### config.mk
export PLATFORM = sky130hd
export DESIGN_NAME = pk_run_length_glyph_decoder_core
export DESIGN_NICKNAME = d
export VERILOG_FILES = /design/src/rtl/core/pkrld_pkg.sv /design/src/rtl/core/pkrld_number.sv /design/src/rtl/core/pkrld_painter.sv /design/src/rtl/core/pk_run_length_glyph_decoder_core.sv
export SDC_FILE = /design/constraint.sdc
export NUM_CORES = 1
export LEC_CHECK = 0
export BUFFER_PORTS_ARGS = -buffer_cell sky130_fd_sc_hd__buf_2
export CAP_MARGIN = 40
export CORE_MARGIN = 4
export CORE_UTILIZATION = 60
export CTS_BUF_LIST = sky130_fd_sc_hd__clkbuf_8 sky130_fd_sc_hd__clkbuf_16
export DETAILED_ROUTE_END_ITERATION = 10
export HOLD_SLACK_MARGIN = 0.15
export PLACE_DENSITY = 0.82
export SYNTH_ARGS = -nofsm -noshare
export SYNTH_HDL_FRONTEND = slang
export SYNTH_SLANG_ARGS = --single-unit
### constraint.sdc
create_clock -name clk -period 6.35 [get_ports clk]
set_clock_uncertainty 0.05 [all_clocks]
set_input_delay 0.9525 -clock clk [delete_from_list [all_inputs] [get_ports clk]]
set_output_delay 0.9525 -clock clk [all_outputs]
set_load 0.01 [all_outputs]
### src/rtl/core/pkrld_pkg.sv
// ----------------------------------------------------------------------------
// PK glyph decoder package
// Types and constants shared by the number decoder, the row painter and the
// sequencer of the PK run-length glyph decoder.
// ----------------------------------------------------------------------------
package pkrld_pkg;

    localparam int ROW_W = 64;

    localparam logic [23:0] SAT24        = 24'hFFFFFF;
    localparam logic [3:0]  NYB_REPEAT   = 4'd14;
    localparam logic [3:0]  NYB_REPEAT_1 = 4'd15;
    localparam logic [3:0]  DYN_MAX      = 4'd13;
    localparam logic [3:0]  NYB_MASK     = 4'h0f;

    typedef enum logic [1:0]
    {
        NK_NONE,
        NK_RUN,
        NK_REPEAT,
        NK_FAIL
    } num_kind_t;

    typedef struct packed
    {
        num_kind_t   kind;
        logic [23:0] value;
    } num_evt_t;

    typedef struct packed
    {
        logic       clear;
        logic       seg;
        logic       black;
        logic [6:0] count;
    } paint_cmd_t;

endpackage

### src/rtl/core/pkrld_number.sv
// ----------------------------------------------------------------------------
// PK packed number decoder
// Takes one nybble per step and recognizes short, two-nybble and long packed
// numbers and repeat prefixes; reports a finished run or repeat count or a failure.
// ----------------------------------------------------------------------------
module pkrld_number
(
    input  logic                clk,
    input  logic                rst_n,
    input  logic                clear,
    input  logic                step,
    input  logic [3:0]          nybble,
    input  logic [3:0]          dyn,
    input  logic                repeat_seen,
    output pkrld_pkg::num_evt_t evt
);
    import pkrld_pkg::*;

    typedef enum logic [1:0]
    {
        M_FIRST,
        M_ZEROS,
        M_LONG,
        M_SECOND
    } mode_t;

    mode_t       mode_reg, mode_next;
    logic [3:0]  zeros_reg, zeros_next;
    logic [23:0] acc_reg, acc_next;
    logic        is_rep_reg, is_rep_next;

    logic        finish;
    logic [23:0] value;
    logic [23:0] long_acc;
    logic [3:0]  long_zeros;
    logic [7:0]  dyn_x15;
    logic [24:0] long_sum;
    logic [23:0] long_val;
    logic [3:0]  second_diff;
    logic [23:0] second_val;

    always_comb
    begin
        mode_next   = mode_reg;
        zeros_next  = zeros_reg;
        acc_next    = acc_reg;
        is_rep_next = is_rep_reg;
        evt.kind    = NK_NONE;
        evt.value   = '0;
        finish      = 1'b0;
        value       = '0;

        long_acc    = (acc_reg > (SAT24 >> 4)) ? SAT24 : {acc_reg[19:0], nybble};
        long_zeros  = (zeros_reg != 4'd0) ? zeros_reg - 4'd1 : zeros_reg;
        dyn_x15     = {dyn, 4'b0} - {4'b0, dyn};
        long_sum    = {1'b0, long_acc} + 25'd193 - {17'b0, dyn_x15};
        long_val    = long_sum[24] ? SAT24 : long_sum[23:0];
        second_diff = acc_reg[3:0] - dyn - 4'd1;
        second_val  = {16'b0, second_diff, 4'b0} + {20'b0, nybble} + {20'b0, dyn} + 24'd1;

        if (step)
        begin
            unique case (mode_reg)
                M_FIRST:
                begin
                    priority if (nybble == 4'd0)
                    begin
                        zeros_next = 4'd1;
                        mode_next  = M_ZEROS;
                    end
                    else if (nybble <= dyn)
                    begin
                        value  = {20'b0, nybble};
                        finish = 1'b1;
                    end
                    else if (nybble < NYB_REPEAT)
                    begin
                        acc_next  = {20'b0, nybble};
                        mode_next = M_SECOND;
                    end
                    else if (repeat_seen || is_rep_reg)
                    begin
                        evt.kind = NK_FAIL;
                    end
                    else if (nybble == NYB_REPEAT)
                    begin
                        is_rep_next = 1'b1;
                    end
                    else
                    begin
                        evt.kind  = NK_REPEAT;
                        evt.value = 24'd1;
                    end
                end
                M_ZEROS:
                begin
                    if (nybble == 4'd0)
                    begin
                        if (zeros_reg != NYB_MASK)
                        begin
                            zeros_next = zeros_reg + 4'd1;
                        end
                    end
                    else
                    begin
                        acc_next  = {20'b0, nybble};
                        mode_next = M_LONG;
                    end
                end
                M_LONG:
                begin
                    acc_next   = long_acc;
                    zeros_next = long_zeros;
                    if (long_zeros == 4'd0)
                    begin
                        value  = long_val;
                        finish = 1'b1;
                    end
                end
                M_SECOND:
                begin
                    value  = second_val;
                    finish = 1'b1;
                end
            endcase

            if (finish)
            begin
                mode_next   = M_FIRST;
                is_rep_next = 1'b0;
                evt.kind    = is_rep_reg ? NK_REPEAT : NK_RUN;
                evt.value   = value;
            end
        end
    end

    always_ff @(posedge clk or negedge rst_n)
    begin
        if (!rst_n)
        begin
            mode_reg   <= M_FIRST;
            zeros_reg  <= '0;
            acc_reg    <= '0;
            is_rep_reg <= 1'b0;
        end
        else if (clear)
        begin
            mode_reg   <= M_FIRST;
            zeros_reg  <= '0;
            acc_reg    <= '0;
            is_rep_reg <= 1'b0;
        end
        else
        begin
            mode_reg   <= mode_next;
            zeros_reg  <= zeros_next;
            acc_reg    <= acc_next;
            is_rep_reg <= is_rep_next;
        end
    end

endmodule

### src/rtl/core/pkrld_painter.sv
// ----------------------------------------------------------------------------
// PK row painter
// Holds the row being built and its column; one shared mask unit paints one
// run segment per command.
// ----------------------------------------------------------------------------
module pkrld_painter
(
    input  logic                  clk,
    input  logic                  rst_n,
    input  pkrld_pkg::paint_cmd_t cmd,
    output logic [63:0]           row_bits,
    output logic [6:0]            column
);
    import pkrld_pkg::*;

    localparam logic [ROW_W-1:0] ALL_ONES = '1;

    logic [ROW_W-1:0] row_reg;
    logic [6:0]       col_reg;
    logic [7:0]       seg_end;
    logic [ROW_W-1:0] mask;

    always_comb
    begin
        seg_end = {1'b0, col_reg} + {1'b0, cmd.count};
        mask    = (ALL_ONES >> col_reg) & ~(ALL_ONES >> seg_end);
    end

    always_ff @(posedge clk or negedge rst_n)
    begin
        if (!rst_n)
        begin
            row_reg <= '0;
            col_reg <= '0;
        end
        else if (cmd.clear)
        begin
            row_reg <= '0;
            col_reg <= '0;
        end
        else if (cmd.seg)
        begin
            if (cmd.black)
            begin
                row_reg <= row_reg | mask;
            end
            col_reg <= seg_end[6:0];
        end
    end

    assign row_bits = row_reg;
    assign column   = col_reg;

endmodule

### src/rtl/core/pk_run_length_glyph_decoder_core.sv
// ----------------------------------------------------------------------------
// PK run-length glyph decoder
// Decodes the packed run-length raster of one PK font glyph into pixel rows.
// ----------------------------------------------------------------------------
//  Channel   Direction  Transfer
//  apb       in         register write or read in setup and access phases
//  s_axis    in         one packed byte, start_glyph flag in tuser
//  m_axis    out        one pixel row, row number, done and error flags, tlast
//
// A byte is taken, then each nybble is stepped, each run segment is painted or
// row boundary reached, each run is closed, each row or error result is
// emitted, and the last result is handed off. The input is ready only between
// bytes; the output register holds a result while the next byte is taken. Reset
// clears the decoder to a white first run. A stalled output stops row emission
// until the result is taken.
// ----------------------------------------------------------------------------
module pk_run_length_glyph_decoder_core
#(
    parameter int MAX_WIDTH  = 64,
    parameter int MAX_HEIGHT = 64
)
(
    input  logic        clk,
    input  logic        rst_n,
    input  logic        psel,
    input  logic        penable,
    input  logic        pwrite,
    input  logic [3:0]  paddr,
    input  logic [31:0] pwdata,
    output logic [31:0] prdata,
    output logic        pready,
    input  logic        s_tvalid,
    output logic        s_tready,
    input  logic [7:0]  s_tdata,   // [7:0] packed_byte
    input  logic [0:0]  s_tuser,   // [0] start_glyph
    output logic        m_tvalid,
    input  logic        m_tready,
    output logic [71:0] m_tdata,   // [63:0] row_bits, [69:64] row_number, rest zero
    output logic [1:0]  m_tuser,   // [0] glyph_done, [1] bad_repeat
    output logic        m_tlast    // last_of_run
);
    import pkrld_pkg::*;

    localparam logic [1:0] REG_DYN_F  = 2'd0;
    localparam logic [1:0] REG_WIDTH  = 2'd1;
    localparam logic [1:0] REG_HEIGHT = 2'd2;
    localparam logic [1:0] REG_FIRST  = 2'd3;

    typedef enum logic [2:0]
    {
        ST_IDLE,
        ST_NYB,
        ST_PAINT,
        ST_EMIT,
        ST_FAIL,
        ST_FLUSH
    } state_t;

    typedef enum logic [1:0]
    {
        GS_RUN,
        GS_DONE,
        GS_ERR
    } glyph_status_t;

    logic [3:0] dyn_f_reg;
    logic [6:0] width_reg;
    logic [6:0] height_reg;
    logic       first_black_reg;

    logic [3:0] dyn_eff;
    logic [6:0] w_eff;
    logic [6:0] h_eff;

    state_t        state_reg, state_next;
    glyph_status_t status_reg, status_next;
    logic [7:0]    byte_reg, byte_next;
    logic          low_sel_reg, low_sel_next;
    logic [6:0]    rows_done_reg, rows_done_next;
    logic [23:0]   run_left_reg, run_left_next;
    logic          colour_reg, colour_next;
    logic [6:0]    repeat_rows_reg, repeat_rows_next;
    logic          repeat_seen_reg, repeat_seen_next;
    logic [5:0]    rep_left_reg, rep_left_next;

    logic          pend_vld_reg, pend_vld_next;
    logic [63:0]   pend_bits_reg, pend_bits_next;
    logic [5:0]    pend_row_reg, pend_row_next;
    logic          pend_done_reg, pend_done_next;
    logic          pend_bad_reg, pend_bad_next;

    logic          m_vld_reg, m_vld_next;
    logic [63:0]   m_bits_reg, m_bits_next;
    logic [5:0]    m_row_reg, m_row_next;
    logic          m_done_reg, m_done_next;
    logic          m_bad_reg, m_bad_next;
    logic          m_last_reg, m_last_next;

    logic          num_clear;
    logic          num_step;
    logic [3:0]    nybble;
    num_evt_t      evt;
    paint_cmd_t    cmd;
    logic [63:0]   row_bits;
    logic [6:0]    column;

    logic          cfg_write;
    logic          can_push;
    logic          out_free;
    logic          adv;
    logic          emit;
    logic [63:0]   e_bits;
    logic [5:0]    e_row;
    logic          e_done;
    logic          e_bad;
    logic [6:0]    rows_plus1;
    logic [6:0]    rem;
    logic [6:0]    rep_clamped;
    logic [6:0]    space;
    logic [6:0]    seg_n;

    assign pready    = 1'b1;
    assign cfg_write = psel && penable && pwrite;

    always_comb
    begin
        unique case (paddr[3:2])
            REG_DYN_F:  prdata = {28'b0, dyn_f_reg};
            REG_WIDTH:  prdata = {25'b0, width_reg};
            REG_HEIGHT: prdata = {25'b0, height_reg};
            REG_FIRST:  prdata = {31'b0, first_black_reg};
        endcase
    end

    always_ff @(posedge clk or negedge rst_n)
    begin
        if (!rst_n)
        begin
            dyn_f_reg       <= '0;
            width_reg       <= 7'd1;
            height_reg      <= 7'd1;
            first_black_reg <= 1'b0;
        end
        else if (cfg_write)
        begin
            unique case (paddr[3:2])
                REG_DYN_F:  dyn_f_reg       <= pwdata[3:0];
                REG_WIDTH:  width_reg       <= pwdata[6:0];
                REG_HEIGHT: height_reg      <= pwdata[6:0];
                REG_FIRST:  first_black_reg <= pwdata[0];
            endcase
        end
    end

    always_comb
    begin
        dyn_eff = (dyn_f_reg > DYN_MAX) ? DYN_MAX : dyn_f_reg;

        if (width_reg == 7'd0)
            w_eff = 7'd1;
        else if (width_reg > 7'(MAX_WIDTH))
            w_eff = 7'(MAX_WIDTH);
        else
            w_eff = width_reg;

        if (height_reg == 7'd0)
            h_eff = 7'd1;
        else if (height_reg > 7'(MAX_HEIGHT))
            h_eff = 7'(MAX_HEIGHT);
        else
            h_eff = height_reg;
    end

    assign nybble = low_sel_reg ? byte_reg[3:0] : byte_reg[7:4];

    pkrld_number u_number
    (
        .clk         (clk),
        .rst_n       (rst_n),
        .clear       (num_clear),
        .step        (num_step),
        .nybble      (nybble),
        .dyn         (dyn_eff),
        .repeat_seen (repeat_seen_reg),
        .evt         (evt)
    );

    pkrld_painter u_painter
    (
        .clk      (clk),
        .rst_n    (rst_n),
        .cmd      (cmd),
        .row_bits (row_bits),
        .column   (column)
    );

    assign s_tready = (state_reg == ST_IDLE);
    assign can_push = !pend_vld_reg || !m_vld_reg || m_tready;
    assign out_free = !m_vld_reg || m_tready;

    always_comb
    begin
        rows_plus1  = rows_done_reg + 7'd1;
        rem         = (rows_plus1 >= h_eff) ? 7'd0 : h_eff - rows_plus1;
        rep_clamped = (repeat_rows_reg > rem) ? rem : repeat_rows_reg;
        space       = w_eff - column;
        seg_n       = (run_left_reg < {17'b0, space}) ? run_left_reg[6:0] : space;
    end

    always_comb
    begin
        state_next       = state_reg;
        status_next      = status_reg;
        byte_next        = byte_reg;
        low_sel_next     = low_sel_reg;
        rows_done_next   = rows_done_reg;
        run_left_next    = run_left_reg;
        colour_next      = colour_reg;
        repeat_rows_next = repeat_rows_reg;
        repeat_seen_next = repeat_seen_reg;
        rep_left_next    = rep_left_reg;
        pend_vld_next    = pend_vld_reg;
        pend_bits_next   = pend_bits_reg;
        pend_row_next    = pend_row_reg;
        pend_done_next   = pend_done_reg;
        pend_bad_next    = pend_bad_reg;
        m_vld_next       = m_vld_reg && !m_tready;
        m_bits_next      = m_bits_reg;
        m_row_next       = m_row_reg;
        m_done_next      = m_done_reg;
        m_bad_next       = m_bad_reg;
        m_last_next      = m_last_reg;
        num_clear        = 1'b0;
        num_step         = 1'b0;
        cmd              = '0;
        adv              = 1'b0;
        emit             = 1'b0;
        e_bits           = '0;
        e_row            = rows_done_reg[5:0];
        e_done           = 1'b0;
        e_bad            = 1'b0;

        unique case (state_reg)
            ST_IDLE:
            begin
                if (s_tvalid)
                begin
                    byte_next    = s_tdata;
                    low_sel_next = 1'b0;
                    state_next   = ST_NYB;
                    if (s_tuser[0])
                    begin
                        status_next      = GS_RUN;
                        rows_done_next   = '0;
                        run_left_next    = '0;
                        colour_next      = first_black_reg;
                        repeat_rows_next = '0;
                        repeat_seen_next = 1'b0;
                        num_clear        = 1'b1;
                        cmd.clear        = 1'b1;
                    end
                end
            end
            ST_NYB:
            begin
                if (status_reg != GS_RUN)
                begin
                    adv = 1'b1;
                end
                else if (rows_done_reg >= h_eff)
                begin
                    status_next = GS_DONE;
                    adv         = 1'b1;
                end
                else
                begin
                    num_step = 1'b1;
                    unique case (evt.kind)
                        NK_NONE:
                        begin
                            adv = 1'b1;
                        end
                        NK_REPEAT:
                        begin
                            repeat_rows_next = (|evt.value[23:7]) ? 7'd127 : evt.value[6:0];
                            repeat_seen_next = 1'b1;
                            adv              = 1'b1;
                        end
                        NK_FAIL:
                        begin
                            status_next   = GS_ERR;
                            run_left_next = '0;
                            state_next    = ST_FAIL;
                        end
                        NK_RUN:
                        begin
                            run_left_next = evt.value;
                            colour_next   = !colour_reg;
                            state_next    = ST_PAINT;
                        end
                    endcase
                end
            end
            ST_PAINT:
            begin
                if (status_reg != GS_RUN)
                begin
                    adv = 1'b1;
                end
                else if (column >= w_eff)
                begin
                    rep_left_next = rep_clamped[5:0];
                    state_next    = ST_EMIT;
                end
                else if (run_left_reg == 24'd0)
                begin
                    adv = 1'b1;
                end
                else
                begin
                    cmd.seg       = 1'b1;
                    cmd.black     = !colour_reg;
                    cmd.count     = seg_n;
                    run_left_next = run_left_reg - {17'b0, seg_n};
                end
            end
            ST_EMIT:
            begin
                if (can_push)
                begin
                    emit           = 1'b1;
                    e_bits         = row_bits;
                    e_done         = (rows_plus1 >= h_eff);
                    rows_done_next = rows_plus1;
                    if (rep_left_reg == 6'd0)
                    begin
                        cmd.clear        = 1'b1;
                        repeat_rows_next = '0;
                        repeat_seen_next = 1'b0;
                        if (rows_plus1 >= h_eff)
                        begin
                            status_next   = GS_DONE;
                            run_left_next = '0;
                        end
                        state_next = ST_PAINT;
                    end
                    else
                    begin
                        rep_left_next = rep_left_reg - 6'd1;
                    end
                end
            end
            ST_FAIL:
            begin
                if (can_push)
                begin
                    emit  = 1'b1;
                    e_bad = 1'b1;
                    adv   = 1'b1;
                end
            end
            ST_FLUSH:
            begin
                if (!pend_vld_reg)
                begin
                    state_next = ST_IDLE;
                end
                else if (out_free)
                begin
                    m_vld_next    = 1'b1;
                    m_bits_next   = pend_bits_reg;
                    m_row_next    = pend_row_reg;
                    m_done_next   = pend_done_reg;
                    m_bad_next    = pend_bad_reg;
                    m_last_next   = 1'b1;
                    pend_vld_next = 1'b0;
                    state_next    = ST_IDLE;
                end
            end
            default:
            begin
                state_next = ST_IDLE;
            end
        endcase

        if (adv)
        begin
            if (!low_sel_reg)
            begin
                low_sel_next = 1'b1;
                state_next   = ST_NYB;
            end
            else
            begin
                state_next = ST_FLUSH;
            end
        end

        if (emit)
        begin
            if (pend_vld_reg)
            begin
                m_vld_next  = 1'b1;
                m_bits_next = pend_bits_reg;
                m_row_next  = pend_row_reg;
                m_done_next = pend_done_reg;
                m_bad_next  = pend_bad_reg;
                m_last_next = 1'b0;
            end
            pend_vld_next  = 1'b1;
            pend_bits_next = e_bits;
            pend_row_next  = e_row;
            pend_done_next = e_done;
            pend_bad_next  = e_bad;
        end
    end

    always_ff @(posedge clk or negedge rst_n)
    begin
        if (!rst_n)
        begin
            state_reg       <= ST_IDLE;
            status_reg      <= GS_RUN;
            byte_reg        <= '0;
            low_sel_reg     <= 1'b0;
            rows_done_reg   <= '0;
            run_left_reg    <= '0;
            colour_reg      <= 1'b0;
            repeat_rows_reg <= '0;
            repeat_seen_reg <= 1'b0;
            rep_left_reg    <= '0;
            pend_vld_reg    <= 1'b0;
            pend_bits_reg   <= '0;
            pend_row_reg    <= '0;
            pend_done_reg   <= 1'b0;
            pend_bad_reg    <= 1'b0;
            m_vld_reg       <= 1'b0;
            m_bits_reg      <= '0;
            m_row_reg       <= '0;
            m_done_reg      <= 1'b0;
            m_bad_reg       <= 1'b0;
            m_last_reg      <= 1'b0;
        end
        else
        begin
            state_reg       <= state_next;
            status_reg      <= status_next;
            byte_reg        <= byte_next;
            low_sel_reg     <= low_sel_next;
            rows_done_reg   <= rows_done_next;
            run_left_reg    <= run_left_next;
            colour_reg      <= colour_next;
            repeat_rows_reg <= repeat_rows_next;
            repeat_seen_reg <= repeat_seen_next;
            rep_left_reg    <= rep_left_next;
            pend_vld_reg    <= pend_vld_next;
            pend_bits_reg   <= pend_bits_next;
            pend_row_reg    <= pend_row_next;
            pend_done_reg   <= pend_done_next;
            pend_bad_reg    <= pend_bad_next;
            m_vld_reg       <= m_vld_next;
            m_bits_reg      <= m_bits_next;
            m_row_reg       <= m_row_next;
            m_done_reg      <= m_done_next;
            m_bad_reg       <= m_bad_next;
            m_last_reg      <= m_last_next;
        end
    end

    assign m_tvalid = m_vld_reg;
    assign m_tdata  = {2'b0, m_row_reg, m_bits_reg};
    assign m_tuser  = {m_bad_reg, m_done_reg};
    assign m_tlast  = m_last_reg;

`ifndef NO_ASSERTIONS
    a_ready_no_pending: assert property (@(posedge clk) disable iff (!rst_n)
        s_tready |-> !pend_vld_reg)
        else $error("input ready while a result is still held back");

    a_bad_row_zero: assert property (@(posedge clk) disable iff (!rst_n)
        m_tvalid && m_tuser[1] |-> (m_tdata[63:0] == 64'd0) && !m_tuser[0])
        else $error("error result carries pixels or a done flag");

    a_bad_stops_glyph: assert property (@(posedge clk) disable iff (!rst_n)
        pend_vld_reg && pend_bad_reg |-> status_reg == GS_ERR)
        else $error("error result pending while the glyph still runs");

    a_column_bound: assert property (@(posedge clk) disable iff (!rst_n)
        column <= 7'(MAX_WIDTH))
        else $error("column beyond the widest row");

    a_rows_bound: assert property (@(posedge clk) disable iff (!rst_n)
        rows_done_reg <= 7'(MAX_HEIGHT))
        else $error("row count beyond the tallest glyph");
`endif

endmodule
==> PnR_summary.wiki <==
{| class="wikitable"
! Metric !! Value
|-
| Number of endpoints failing setup at the final stage || 0
|-
| All-layer global routing usage || 0.2837
|-
| VDD IR-drop max || 0.4993 mV
|-
| Detailed-route vias per instance || around 6.3
|-
| Tightest slew margin relative to the limit || 0.3477
|-
| Iter 0 DRT Violations || ~1500
|-
| Number of pins with negative max-slew slack in the final report || 0
|-
| Tightest Pin Transition || slightly below 1000 ps
|-
| Global-route wire length before repair || between 80000 and 90000 microns
|-
| Pin count of the biggest net entering global routing || around 160
|-
| Dpl ws || around 130 ps
|-
| Number of enable flip-flop cells after synthesis || 0
|-
| I/O pin total || 162
|-
| Layout cell share with drive strength beyond 1 || 0.1901
|-
| XOR/XNOR Fraction of Synth Area || 0.02163
|-
| Routability congestion estimate || approximately 0.97
|-
| Number of filler instances in the final layout || between 2000 and 2500
|-
| Clock network latency to the later pin of the worst-skew pair || approximately 540 ps
|-
| Number of sinks handled by clock tree synthesis || between 300 and 400
|-
| Max-cap check violation count || 0
|-
| Share of synthesized cell area in full adder, half adder and majority cells || 0.07222
|-
| Maximum count of clock buffers along a single path || 3
|-
| Seq cells post-synth || around 330
|-
| Maximum level of the CTS H-tree || 2
|-
| Syn. warnings || 0
|-
| Placed cell areas || between 20000 and 25000 sq um
|-
| Die H || 188.0 microns
|-
| Leading cell types by total area after synthesis || dfrtp_1 (42%), mux2_2 (7.6%), ha_1 (6.5%), a21oi_1 (3.7%), a22o_1 (3.5%)
|-
| Register-to-register path setup slack || 290 ps
|-
| Via count of the first global-routing pass || approximately 16000
|-
| Post-synthesis to final-layout area growth || 11.90%
|-
| Mean cell area of the mapped netlist || 9.627 sq um
|-
| Path category of the worst min-delay check || in2async
|-
| Req. time, crit path || about 6700 ps
|-
| Final hold vios || 0
|-
| Post-synth top flop || dfrtp_1
|-
| Synth area leader || dfrtp_1
|-
| Most common cell on crit path || nor2_1
|-
| Launching element type of the critical path || flop
|-
| Final Total Pwr || 0.01369 W
|-
| Post-route fraction of the period consumed by the critical path || 0.9541
|-
| Root buffer cell || clkbuf_16
|-
| Hpwl dp || around 37000 microns
|-
| Static leakage || roughly 10 nW
|-
| Final period demand of the worst path || 6059 ps
|-
| Distinct cells, synth || about 110
|-
| Wirelength per Cell || between 15 and 20 microns
|-
| Num rows || 65
|-
| Ys async rst share || 1.000
|-
| Category of the critical setup timing path || reg2reg
|-
| Largest fanout on the critical path || 18
|-
| Arrival time worst endpoint || 6440 ps
|-
| Max Clk Rate || 165.1 MHz
|-
| Fraction of synthesized cell area taken by the top area cell type || 0.4197
|-
| Mux share of post-synthesis cell area || 0.08330
|-
| Compound-gate portion of the synthesized area || 0.2098
|-
| Total number of vias || about 16000
|-
| Post-detailed-routing wire length || approximately 50000 microns
|-
| Simple-gate share of the synthesized area || 0.1385
|-
| Smallest hold slack || around 370 ps
|-
| Final worst setup slack || around 290 ps
|-
| Setup tns final || 0 ps
|-
| Wire length on met2 || between 20000 and 25000 microns
|-
| DRT Pass-1 Iters || 6
|-
| TritonCTS buffer count || 37
|-
| Power per cell area || about 630 nW/um^2
|-
| Syn Inst Count || 2019
|-
| Netlist area before placement || roughly 20000 sq um
|-
| Clock edge transition at the registers on the reported setup and hold paths || around 60 ps
|-
| Met3 routed WL || roughly 2800 microns
|-
| DR DRC count || 0
|-
| Area of the core region || between 30000 and 40000 sq um
|-
| Longest individual stage delay on the worst path || approximately 530 ps
|-
| Die X || between 150 and 200 microns
|-
| Largest family of logic cells by synthesized area || compound AO/OA/AOI/OAI gates
|-
| Effective utilization at floorplan || 0.6128
|-
| Unrepaired setup endpoints after global routing || false
|-
| Die area || between 30000 and 40000 sq um
|-
| Final instance area || roughly 22000 sq um
|-
| Number of antenna violations at the first check in global routing || 0
|-
| Routed Antenna Nets || 0
|-
| Clock tree from TritonCTS || yes
|-
| Input/output buffers || approximately 110
|-
| Diodes inserted || 0
|-
| Leftover overflow at the end of global routing || 0
|-
| # nets final || roughly 2300
|-
| M1 wire length || 20890 microns
|-
| Critical Path End Type || flop
|-
| Result of the run || finished, final reports clean
|-
| Sequential share of the synthesized area || 0.4224
|-
| Cts-stage hold buffer count || 0
|-
| Standard cell with the maximum stage delay on the critical path || or4_1
|-
| Max layer used || met4
|}
[where the power goes]
part | internal, W | switching (W) | leakage (nW)
Clock | 0.00138 | 0.000871 | 0.679
Combinational | 0.00326 | 0.00507 | 5.35
Sequential | 0.00262 | 0.000486 | 4.39
Total | 0.00726 | 0.00643 | 10.4
[kinds of logic (layout without fill, tap and decap cells)]
| logic type | after synthesis | after routing |
|---|---|---|
| xor+xnor | 48 | 48 |
| fa+ha+maj | 108 | 108 |
| simple gates | 570 | 570 |
| compound gates | 594 | 594 |
| other cells | 2 | 28 |
| flops | 328 | 328 |
| buf+inv | 225 | 321 |
| mux | 144 | 144 |
[stage by stage]
stage | util | cells
floorplan | - | 2045
global placement | 0.6411 | 2471
detailed placement | 0.6433 | 2475
CTS | 0.6845 | 2543
global route | 0.6857 | 2543
finish | 0.6857 | 2543
[layout make-up]
class,instances,area (sq um),area share
clock inverter,23,260.3,0.01197
inverter,100,375.4,0.01726
sequential,328,8210,0.3775
tap,402,503.0,0.02313
timing repair buffer,153,958.4,0.04407
clock buffer,45,1047,0.04815
multi-input combinational,1492,10400,0.4779
[worst max-delay path, delay by kind of cell (launching register included)]
| family | cells | cell delay, ps |
|---|---|---|
| buf+inv | 3 | 450 |
| compound gates | 12 | 2360 |
| fa+ha+maj | 3 | 850 |
| simple gates | 9 | 1680 |
| xor+xnor | 1 | 150 |
| flops | 1 | 400 |
[path summary, 6_finish.rpt]
| path | from | endpoint | cells past startpoint |
|---|---|---|---|
| min in group clk | pend_row_reg[0]$_DFFE_PN0P_ | pend_row_reg[0]$_DFFE_PN0P_ | 2 |
| min | rst_n | async pin | 1 |
| max in group asynchronous | rst_n | pend_bits_reg[37]$_DFFE_PN0P_ | 2 |
| max reg2reg | width_reg[5]$_DFFE_PN0P_ | u_painter.row_bits[25]$_DFFE_PN0P_ | 28 |
| min reg2reg | pend_row_reg[0]$_DFFE_PN0P_ | pend_row_reg[0]$_DFFE_PN0P_ | 2 |
| max | width_reg[5]$_DFFE_PN0P_ | u_painter.row_bits[25]$_DFFE_PN0P_ | 28 |
[metal layers]
metal / up-vias / track usage
met3: 154 / 0.03872
met1: 7726 / 0.3655
met4: 0 / 0.1098
li1: 7466 / -
met5: - / 0
met2: 594 / 0.4881
[synthesized netlist by cell type (14+ instances only)]
cell type / instances
mux2_2: 132
nor2_1: 179
inv_1: 99
clkbuf_1: 67
buf_4: 32
dfrtp_1: 326
nor3_1: 37
o211ai_1: 21
nand4_1: 14
nand2b_1: 18
nand3_1: 46
nand2_1: 173
o21ai_0: 103
ha_1: 101
nor2b_1: 26
xnor2_1: 31
o21ai_1: 34
a21o_1: 16
a31oi_1: 24
buf_2: 15
a22o_1: 77
o21a_1: 25
xor2_1: 17
a21oi_1: 144
[cell usage in the layout, fill, tap and decap left out, types with 45 or more instances in the layout]
cell type	n
dfrtp_1	326
nor2_1	178
nand2_1	172
a21oi_1	140
mux2_2	132
inv_1	109
buf_2	105
ha_1	101
o21ai_0	100
a22o_1	77
nand3_1	45
[timing repair]
item / CTS / global route
resized for setup: 0 / 14
setup endpoints to repair: 0 / 45
setup buffers: 0 / 0
(Power assumes the default switching activity.)
